<file path="src/design/cbp_pkg.sv">
// ----------------------------------------------------------------------------
// cbp_pkg
// Shared types and constants for the cell burst pacer.
// ----------------------------------------------------------------------------
package cbp_pkg;

  typedef logic [15:0] channel_t;
  typedef logic [15:0] cfg_word_t;

  // configuration register indexes
  typedef enum logic [0:0] {
    REG_CELL_SPACING = 1'b0,
    REG_BURST_LENGTH = 1'b1
  } cfg_reg_t;

  // input kind carried on s_tuser
  typedef enum logic [0:0] {
    FUNC_TICK    = 1'b0,
    FUNC_REQUEST = 1'b1
  } func_t;

  localparam cfg_word_t CELL_SPACING_RST = 16'd15;
  localparam cfg_word_t BURST_LENGTH_RST = 16'd172;

endpackage

</file>
<file path="src/design/cell_burst_pacer_top.sv">
// a cell or drop flag caused by an input appears on m_* in the cycle after it is taken
// throughput: one input per cycle; s_tready drops only while a result waits on m_tready low
// the request queue is a memory with a registered read of the head entry
// reset (rst, synchronous): queue empty, no burst running, registers back to
// spacing 15 and length 172; the queue memory itself is not cleared
// ----------------------------------------------------------------------------
// cell_burst_pacer_top
// Queues burst requests and sends each as a paced burst of cells on tick inputs.
// ----------------------------------------------------------------------------
module cell_burst_pacer_top #(
  parameter int QUEUE_DEPTH = 16
) (
  input  logic                clk,
  input  logic                rst,
  // input stream
  input  logic                s_tvalid,
  output logic                s_tready,
  input  cbp_pkg::channel_t   s_tdata,   // [15:0] req_channel
  input  logic                s_tuser,   // [0] func
  // result stream
  output logic                m_tvalid,
  input  logic                m_tready,
  output cbp_pkg::channel_t   m_tdata,   // [15:0] cell_channel
  output logic                m_tuser,   // [0] dropped
  // configuration writes
  input  logic                cfg_we,
  input  cbp_pkg::cfg_reg_t   cfg_index,
  input  cbp_pkg::cfg_word_t  cfg_data
);
  import cbp_pkg::*;

  localparam int PTR_W = (QUEUE_DEPTH > 1) ? $clog2(QUEUE_DEPTH) : 1;
  localparam int CNT_W = $clog2(QUEUE_DEPTH + 1);

  localparam logic [PTR_W-1:0] PTR_LAST = PTR_W'(QUEUE_DEPTH - 1);
  localparam logic [CNT_W-1:0] CNT_FULL = CNT_W'(QUEUE_DEPTH);

  function automatic logic [PTR_W-1:0] ptr_inc(input logic [PTR_W-1:0] p);
    ptr_inc = (p == PTR_LAST) ? '0 : p + PTR_W'(1);
  endfunction

  // configuration
  cfg_word_t cell_spacing;
  cfg_word_t burst_length;

  // queue and burst state
  channel_t          queue_mem [QUEUE_DEPTH];
  channel_t          head_data;
  channel_t          hold_channel;
  logic              use_hold, use_hold_next;
  logic [CNT_W-1:0]  fifo_count, fifo_count_next;
  logic [PTR_W-1:0]  read_ptr, read_ptr_next;
  logic [PTR_W-1:0]  write_ptr, write_ptr_next;
  logic [15:0]       tick_countdown, tick_countdown_next;
  logic [15:0]       cells_sent, cells_sent_next;

  logic              accept;
  logic              is_req;
  logic              fifo_wr;
  logic              res_valid;
  logic              res_dropped;
  channel_t          res_channel;
  channel_t          burst_channel;

  assign s_tready      = !m_tvalid || m_tready;
  assign accept        = s_tvalid && s_tready;
  assign is_req        = (func_t'(s_tuser) == FUNC_REQUEST);
  // head entry just written into an empty queue is not yet in head_data
  assign burst_channel = use_hold ? hold_channel : head_data;

  always_ff @(posedge clk) begin
    if (rst) begin
      cell_spacing <= CELL_SPACING_RST;
      burst_length <= BURST_LENGTH_RST;
    end else if (cfg_we) begin
      case (cfg_index)
        REG_CELL_SPACING: cell_spacing <= cfg_data;
        REG_BURST_LENGTH: burst_length <= cfg_data;
        default: ;
      endcase
    end
  end

  always_comb begin
    fifo_count_next     = fifo_count;
    read_ptr_next       = read_ptr;
    write_ptr_next      = write_ptr;
    tick_countdown_next = tick_countdown;
    cells_sent_next     = cells_sent;
    use_hold_next       = use_hold;
    fifo_wr             = 1'b0;
    res_valid           = 1'b0;
    res_dropped         = 1'b0;
    res_channel         = burst_channel;

    if (accept) begin
      if (is_req) begin
        if (fifo_count == CNT_FULL) begin
          res_valid   = 1'b1;
          res_dropped = 1'b1;
          res_channel = s_tdata;
        end else begin
          fifo_wr         = 1'b1;
          write_ptr_next  = ptr_inc(write_ptr);
          fifo_count_next = fifo_count + CNT_W'(1);
          if (fifo_count == '0) begin
            use_hold_next       = 1'b1;
            cells_sent_next     = '0;
            tick_countdown_next = cell_spacing;
          end
        end
      end else if (fifo_count != '0) begin
        if (tick_countdown > 16'd1) begin
          tick_countdown_next = tick_countdown - 16'd1;
        end else begin
          res_valid = 1'b1;
          if (({1'b0, cells_sent} + 17'd1) < {1'b0, burst_length}) begin
            cells_sent_next     = cells_sent + 16'd1;
            tick_countdown_next = cell_spacing;
          end else begin
            read_ptr_next   = ptr_inc(read_ptr);
            fifo_count_next = fifo_count - CNT_W'(1);
            use_hold_next   = 1'b0;
            cells_sent_next = '0;
            if (fifo_count != CNT_W'(1)) begin
              tick_countdown_next = cell_spacing;
            end else begin
              tick_countdown_next = '0;
            end
          end
        end
      end
    end
  end

  // queue memory, head entry read ahead through the next pointer
  always_ff @(posedge clk) begin
    if (fifo_wr) begin
      queue_mem[write_ptr] <= s_tdata;
    end
    head_data <= queue_mem[read_ptr_next];
  end

  // only a request into an empty queue becomes the held head
  always_ff @(posedge clk) begin
    if (fifo_wr && (fifo_count == '0)) begin
      hold_channel <= s_tdata;
    end
  end

  always_ff @(posedge clk) begin
    if (rst) begin
      fifo_count     <= '0;
      read_ptr       <= '0;
      write_ptr      <= '0;
      tick_countdown <= '0;
      cells_sent     <= '0;
      use_hold       <= 1'b0;
    end else begin
      fifo_count     <= fifo_count_next;
      read_ptr       <= read_ptr_next;
      write_ptr      <= write_ptr_next;
      tick_countdown <= tick_countdown_next;
      cells_sent     <= cells_sent_next;
      use_hold       <= use_hold_next;
    end
  end

  // result register
  always_ff @(posedge clk) begin
    if (rst) begin
      m_tvalid <= 1'b0;
    end else if (res_valid) begin
      m_tvalid <= 1'b1;
    end else if (m_tready) begin
      m_tvalid <= 1'b0;
    end
  end

  always_ff @(posedge clk) begin
    if (res_valid) begin
      m_tdata <= res_channel;
      m_tuser <= res_dropped;
    end
  end

endmodule

</file>
<file path="config.mk">
export PLATFORM = sky130hd
export DESIGN_NAME = cell_burst_pacer_top
export DESIGN_NICKNAME = d
export VERILOG_FILES = /design/src/design/cbp_pkg.sv /design/src/design/cell_burst_pacer_top.sv
export SDC_FILE = /design/constraint.sdc
export NUM_CORES = 1
export LEC_CHECK = 0
export BUFFER_PORTS_ARGS = -buffer_cell sky130_fd_sc_hd__buf_2
export CAP_MARGIN = 10
export CORE_AREA = 2 2 206 208
export DETAILED_ROUTE_END_ITERATION = 10
export DIE_AREA = 0 0 208 210
export GPL_ROUTABILITY_DRIVEN = 0
export PLACE_DENSITY = 0.64
export SLEW_MARGIN = 40
export SYNTH_ARGS = -nofsm -noshare
export SYNTH_HDL_FRONTEND = slang
export SYNTH_SLANG_ARGS = --single-unit
</file>
<file path="constraint.sdc">
create_clock -name clk -period 6.2 [get_ports clk]
set_input_delay 0.62 -clock clk [delete_from_list [all_inputs] [get_ports clk]]
set_output_delay 0.62 -clock clk [all_outputs]
set_load 0.005 [all_outputs]
</file>
==> run summary, run 1 <==
Area of the multi-input gates -> 5410 um2
Insertion delay to the later sink of the worst-skew pair -> 0.55 ns
Clk sink count -> 384
PortBufs -> 57
Vias per inst -> 5.69
GR Util All Layers -> 19.2%
Crit. End Element -> flip-flop
Achievable frequency -> 193 MHz
Worst Setup Start Kind -> flip-flop
Final Cycle Share -> 83.6%
DR iter-0 viols -> 1,006
Reg2reg setup slack -> 1.02 ns
Synth warn -> 0
Initial Utilization -> 39.7%
Final hold vios -> 0
Synth Area per Inst -> 11.9 um2
Sequential area share after synthesis -> 64.3%
Synth Flop Type -> edfxtp_1
Filler cells -> 3,791
Die X-Extent -> 208 um
HPWL after DPL -> 24,700 um
Reg2reg end -> head_data[0]
Hold-critical path depth -> 3
Post_cts resized -> 0
Largest family of logic cells by synthesized area -> simple AND/OR/NAND/NOR gates
Fin nets -> 1,477
Leakage -> 6.43 nW
Outcome -> complete, no violations
PD cells -> 305 nW/um2
Crit path DAT -> 5.60 ns
Crit. Startpoint -> cells_sent[2]
Vias in the first global route -> 11.3k
Post-synthesis register bit count -> 384
Largest net degree at the start of global routing -> 80
Mapped Area -> 16,400 um2
Utilization after layout -> 45.2%
Max H-tree Level -> 2
Syn_nets -> 1,442
Yosys top cell area share -> 52.8%
Row Count -> 75
Crit path max fanout -> 65
Synth Area in Simple Gates -> 12.9%
P&R area growth vs syn -> 14.0%
Post-Route WL -> 42,100 um
Detail Route Antenna Nets -> 0
Fraction of layout cells with a size suffix above 1 -> 13.7%
CTS tree -> yes
Post-synthesis adder-cell area fraction -> 1.98%
Top post-synthesis cells by area -> edfxtp_1, dfxtp_1, a21oi_1
Post-synth top area cell -> edfxtp_1
Mux cell area share after synthesis -> 3.35%
GRT overflow -> 0
Count of final max-slew check failures -> 0
R2R Path Start -> cells_sent[2]
IO Count -> 58
RSZ-0062 raised after global routing -> no
Clock Skew -> 0.0276 ns
Worst R2R Path Depth -> 18
First-pass GRT wire length -> 65,000 um
Post-synth EDFFs -> 289
Detailed Routing Iterations Pass 1 -> 5
CTS Hold Bufs -> 0
Initial antenna violation count -> 6
Cts bufs inserted -> 40
# setup viols final -> 0
Detailed-route DRC error count -> 0
Die span in y -> 210 um
Worst slew pin tran -> 0.785 ns
Total die area -> 43,700 um2
Clock Tree Buf Depth -> 3
Max-slew headroom -> 47.5%
Min-delay src -> cfg_data[3]
Tot Pwr -> 5.72 mW
Synth Area in XOR/XNOR -> 1.49%
Root buf cell -> clkbuf_16
Synth cell types -> 66
CTS clk-pin slew, worst paths -> 0.06 ns
Hold Path End -> burst_length[3]
Number of vias in the routed layout -> 11.3k
WL per Instance -> 21.2 um
Post-synthesis instance total -> 1,377
Post-synthesis compound-gate area fraction -> 12.5%
Critical Path RT -> 6.62 ns
Hold WC Path Type -> primary input to flip-flop
Post-layout min period -> 5.18 ns
Kind of critical path -> flip-flop to flip-flop
Max-cap violations -> 0
CORE AREA -> 41,500 um2
Peak VDD IR -> 0.219 mV
Aggregate negative setup slack -> 0 ns
Register area -> 10,600 um2
Ys async rst share -> 0%
Post-CTS setup repair buffer count -> 0
cell usage after synthesis (all sizes together) (13+ instances only):
library cell and n:
edfxtp 289, nand2 146, a21oi 109, dfxtp 95
nor2 82, nand3 76, clkbuf 63, o21ai 58
nor3 56, buf 36, o2111ai 33, mux2 32
o22ai 32, inv 27, ha 26, and3 24
a211oi 23, a31oi 19, mux2i 19, a2bb2oi 17
nand3b 16, xnor2 15, xor2 13
metal layers:
layer  up-vias  track usage, %  wire [um]
met5         -               0         40
met1      5553            25.1      17700
met3       110            4.07       3180
li1       5242               -          -
met4         6            8.22       1640
met2       393            31.2      19500
where the power goes:
group          total (mW)  switching, mW  internal [mW]
registers            2.86         0.0382           2.82
logic               0.371          0.241          0.130
clock network        2.49          0.983           1.51
placed cells by master, fill, tap and decap left out, drive strengths merged, types with 15 or more instances in the layout:
cell type	instances
a211oi	23
a21oi	109
a2bb2oi	17
a31oi	19
and3	24
buf	92
clkbuf	51
dfxtp	95
edfxtp	289
ha	26
inv	29
mux2	32
mux2i	19
nand2	146
nand3	76
nand3b	16
nor2	82
nor3	56
o2111ai	33
o21ai	58
o22ai	32
xnor2	15
worst max-delay path by stage:
stage,cells after the start,endpoint
6_report,18,head_data[0]
5_1_grt,18,head_data[15]
4_1_cts,17,head_data[11]
3_5_place_dp,17,head_data[11]
3_3_place_gp,17,head_data[9]
2_1_floorplan,19,head_data[10]
critical path, stage by stage, from the launching register on:
cell,delay (ns)
dfxtp_1,0.39
nand3_1,0.17
nor2_1,0.25
and3_1,0.27
and3_1,0.25
and2_1,0.21
nand4_1,0.18
xnor2_1,0.23
ha_1,0.28
nand3_1,0.13
nor3_1,0.08
a2111o_1,0.41
a211o_2,0.42
and3_4,0.43
nor2_8,0.44
buf_12,0.25
mux2_1,0.34
o2111ai_1,0.19
a2bb2oi_1,0.09
stage by stage:
| stage | area (um2) | instances | setup slack, ns | hold WS, ns |
|---|---|---|---|---|
| finish | 18700 | 1985 | 1.02 | 0.302 |
| global route | 18700 | 1981 | 0.572 | 0.297 |
| CTS | 18700 | 1979 | 0.884 | 0.291 |
| detailed placement | 17300 | 1907 | 0.907 | 0.450 |
| global placement | 17300 | 1906 | 1.14 | 0.445 |
| floorplan | 16400 | 1377 | 2.05 | 0.432 |
flip-flops by register name (all words and copies together), names as in the netlist, 4 cells and up:
name,flops
write_ptr,4
read_ptr,4
hold_channel,16
queue_mem,256
burst_length,16
head_data,16
tick_countdown,16
cell_spacing,16
m_tdata,16
fifo_count,5
cells_sent,16
logic make-up after synthesis:
kind of cell / after synthesis
flops: 384
mux: 51
simple gates: 441
buf+inv: 126
xor+xnor: 28
compound gates: 321
fa+ha+maj: 26
area by class of cell:
cell class / count / share of cell area [%]
diodes: 4 / 0.0534
clock buffers: 51 / 5.88
clock inverters: 21 / 1.45
inverters: 27 / 0.541
multi-input cells: 867 / 28.9
flip-flops and latches: 384 / 56.4
well taps: 539 / 3.60
repair buffers: 92 / 3.16
Power figures use the tool's default switching activity.
==> run 2, diff against run 1 <==
--- a/config.mk
+++ b/config.mk
@@ -5,13 +5,14 @@
 export SDC_FILE = /design/constraint.sdc
 export NUM_CORES = 1
 export LEC_CHECK = 0
+export ABC_AREA = 1
 export BUFFER_PORTS_ARGS = -buffer_cell sky130_fd_sc_hd__buf_2
 export CAP_MARGIN = 10
-export CORE_AREA = 2 2 206 208
+export CORE_AREA = 2 2 213 215
 export DETAILED_ROUTE_END_ITERATION = 10
-export DIE_AREA = 0 0 208 210
+export DIE_AREA = 0 0 215 217
 export GPL_ROUTABILITY_DRIVEN = 0
-export PLACE_DENSITY = 0.64
+export PLACE_DENSITY = 0.66
 export SLEW_MARGIN = 40
 export SYNTH_ARGS = -nofsm -noshare
 export SYNTH_HDL_FRONTEND = slang
==> constraint.sdc (replaced) <==
create_clock -name clk -period 4.3 [get_ports clk]
set_input_delay 0.43 -clock clk [delete_from_list [all_inputs] [get_ports clk]]
set_output_delay 0.43 -clock clk [all_outputs]
set_load 0.005 [all_outputs]
==> run summary, run 2 <==
Synth Flop Type -> edfxtp_1
Crit. End Element -> flip-flop
RSZ-0062 raised after global routing -> no
Count of buffer and inverter cells on the critical path -> 1
Clk sink count -> 384
# setup viols final -> 0
Aggregate negative setup slack -> 0 ns
Initial Utilization -> 39.2%
Clock Skew -> 0.0205 ns
Detailed-route DRC error count -> 0
Kind of critical path -> flip-flop to flip-flop
Filler cells -> 4,191
Count of final max-slew check failures -> 0
IO Count -> 58
Post-synth top cells -> nand3_1, edfxtp_1, inv_1
Ys async rst share -> 0%
Root buf cell -> clkbuf_16
Hold WC Path Type -> primary input to flip-flop
Critical path's largest stage delay -> 0.40 ns
Tot Pwr -> 8.08 mW
Post-synth top area cell -> edfxtp_1
Post-synth EDFFs -> 289
PortBufs -> 57
Initial antenna violation count -> 3
Max H-tree Level -> 2
Outcome -> complete, no violations
Cells along the critical path -> nand3_1 > nor2_1 > nand2_1 > nor3_2 > nand2_1 > nor2_1 > nand3_1 > xnor2_1 > ha_1 > and3_1 > nand2_1 > nand2_1 > nor2_1 > nand2_4 > nand2_4 > nand2_4 > nand2_4 > buf_16 > nand2_1 > nand3_1 > nand3_1 > nand3_1 > nand2_1
Biggest register -> queue_mem
Post-synthesis register bit count -> 384
Synth Area per Inst -> 9.99 um2
Largest register FFs -> 256
Post-Route WL -> 43,600 um
Leakage -> 8.00 nW
HPWL after DPL -> 26,600 um
Worst Setup Start Kind -> flip-flop
Detailed Routing Iterations Pass 1 -> 5
First-pass GRT wire length -> 67,900 um
DR iter-0 viols -> 950
Crit path DAT -> 4.33 ns
WL per Instance -> 17.9 um
CTS clk-pin slew, worst paths -> 0.06 ns
Most common cell in the netlist -> nand3_1
Vias per inst -> 5.14
Cells after DPL -> 2,361
P&R area growth vs syn -> 12.7%
Total die area -> 46,700 um2
Number of vias in the routed layout -> 12.5k
CORE AREA -> 44,700 um2
Crit path max-delay family -> simple AND/OR/NAND/NOR gates
Diodes inserted -> 0
Row Count -> 78
Max-cap violations -> 0
Synth cell types -> 44
Syn_nets -> 1,819
Die span in y -> 217 um
Synth warn -> 0
Post-synthesis instance total -> 1,754
Cts bufs inserted -> 43
Detail Route Antenna Nets -> 0
Mapped Area -> 17,500 um2
Vias in the first global route -> 12.1k
GR Util All Layers -> 18.7%
Crit path max fanout -> 71
PD cells -> 409 nW/um2
Insertion delay to the later sink of the worst-skew pair -> 0.56 ns
Yosys top cell area share -> 49.5%
Die X-Extent -> 215 um
Area of the multi-input gates -> 5420 um2
Critical Path RT -> 4.73 ns
Final Cycle Share -> 90.6%
Crit-path slowest cell -> dfxtp_1
Max-slew headroom -> 47.5%
Register area -> 10,600 um2
Peak VDD IR -> 0.301 mV
Post-layout min period -> 3.90 ns
Top post-synthesis cells by area -> edfxtp_1, dfxtp_1, nand3_1
Most frequent cells in the layout -> nand3_1, edfxtp_1, inv_1
Clock Tree Buf Depth -> 3
Largest net degree at the start of global routing -> 85
Fraction of layout cells with a size suffix above 1 -> 11.5%
Cell mode on critical path -> nand2_1
Final hold vios -> 0
Worst Slack Setup Final -> 0.404 ns
Fin nets -> 1,871
Pre-CTS worst setup slack -> 0.348 ns
Achievable frequency -> 257 MHz
Layout Cells excl Fill -> 2,438
Worst slew pin tran -> 0.779 ns
Commonest non-fill, non-tap cell in the layout -> nand3_1
CTS tree -> yes
GRT overflow -> 0
Sequential area share after synthesis -> 60.4%
==> run 2: path summary, 6_finish.rpt <==
path | from | end | slack (ns) | depth (start not counted)
max | cells_sent[0] | head_data[3] | 0.40 | 23
min | cfg_data[8] | cell_spacing[8] | 0.12 | 3
max reg2reg | cells_sent[0] | head_data[3] | 0.40 | 23
min reg2reg | burst_length[15] | burst_length[15] | 0.46 | 2
==> run 2: cell families (layout without fill, tap and decap cells) <==
group,after synthesis,in the layout,share of synthesized area (%)
buf+inv,363,447,9.04
fa+ha+maj,26,26,1.86
flops,384,384,60.4
compound gates,162,162,5.23
mux,16,16,0.914
xor+xnor,22,22,1.10
simple gates,781,781,21.5
==> run 2: routing by layer <==
| metal | vias to the layer above | GRT usage (%) | wire [um] |
|---|---|---|---|
| li1 | 6003 | - | - |
| met1 | 6034 | 23.9 | 18300 |
| met2 | 394 | 31.1 | 20800 |
| met3 | 99 | 3.40 | 2790 |
| met4 | 2 | 8.37 | 1780 |
| met5 | - | 0 | 9 |
==> run 2: per-stage QoR <==
stage               hold slack, ns  instance area [um2]  util [%]
floorplan                    0.429                17500         -
global placement             0.449                18400      41.2
detailed placement           0.455                18400      41.2
CTS                         0.0904                19700      44.1
global route                 0.130                19700      44.2
finish                       0.117                19700      44.2
==> run 2: layout make-up <==
cell class | count | share of cell area, %
clock buffers | 58 | 5.84
repair buffers | 95 | 3.41
flip-flops and latches | 384 | 53.6
clock inverters | 19 | 0.691
multi-input cells | 1007 | 27.4
well taps | 600 | 3.80
inverters | 275 | 5.23
==> run 2: worst reg2reg max path: cells and delay by family, from the launching register on <==
family,cells,cell delay [ns]
adders and majority gates,1,0.29
buffers and inverters,1,0.31
DFF,1,0.40
xor gates and xnor gates,1,0.23
and+or+nand+nor,20,2.54
==> run 2: timing repair <==
action	CTS	global route
hold buffers	0	0
gates resized for setup	0	3
endpoints found under the setup margin	0	4
setup buffers	0	0
==> run 2: power breakdown <==
| group | internal [mW] | leakage, nW | switching [mW] | total (mW) |
|---|---|---|---|---|
| combinational | 0.181 | 3.98 | 0.366 | 0.546 |
| sequential | 4.07 | 3.39 | 0.0561 | 4.12 |
| clock | 1.95 | 0.632 | 1.47 | 3.41 |
| total | 6.20 | 8.00 | 1.89 | 8.08 |
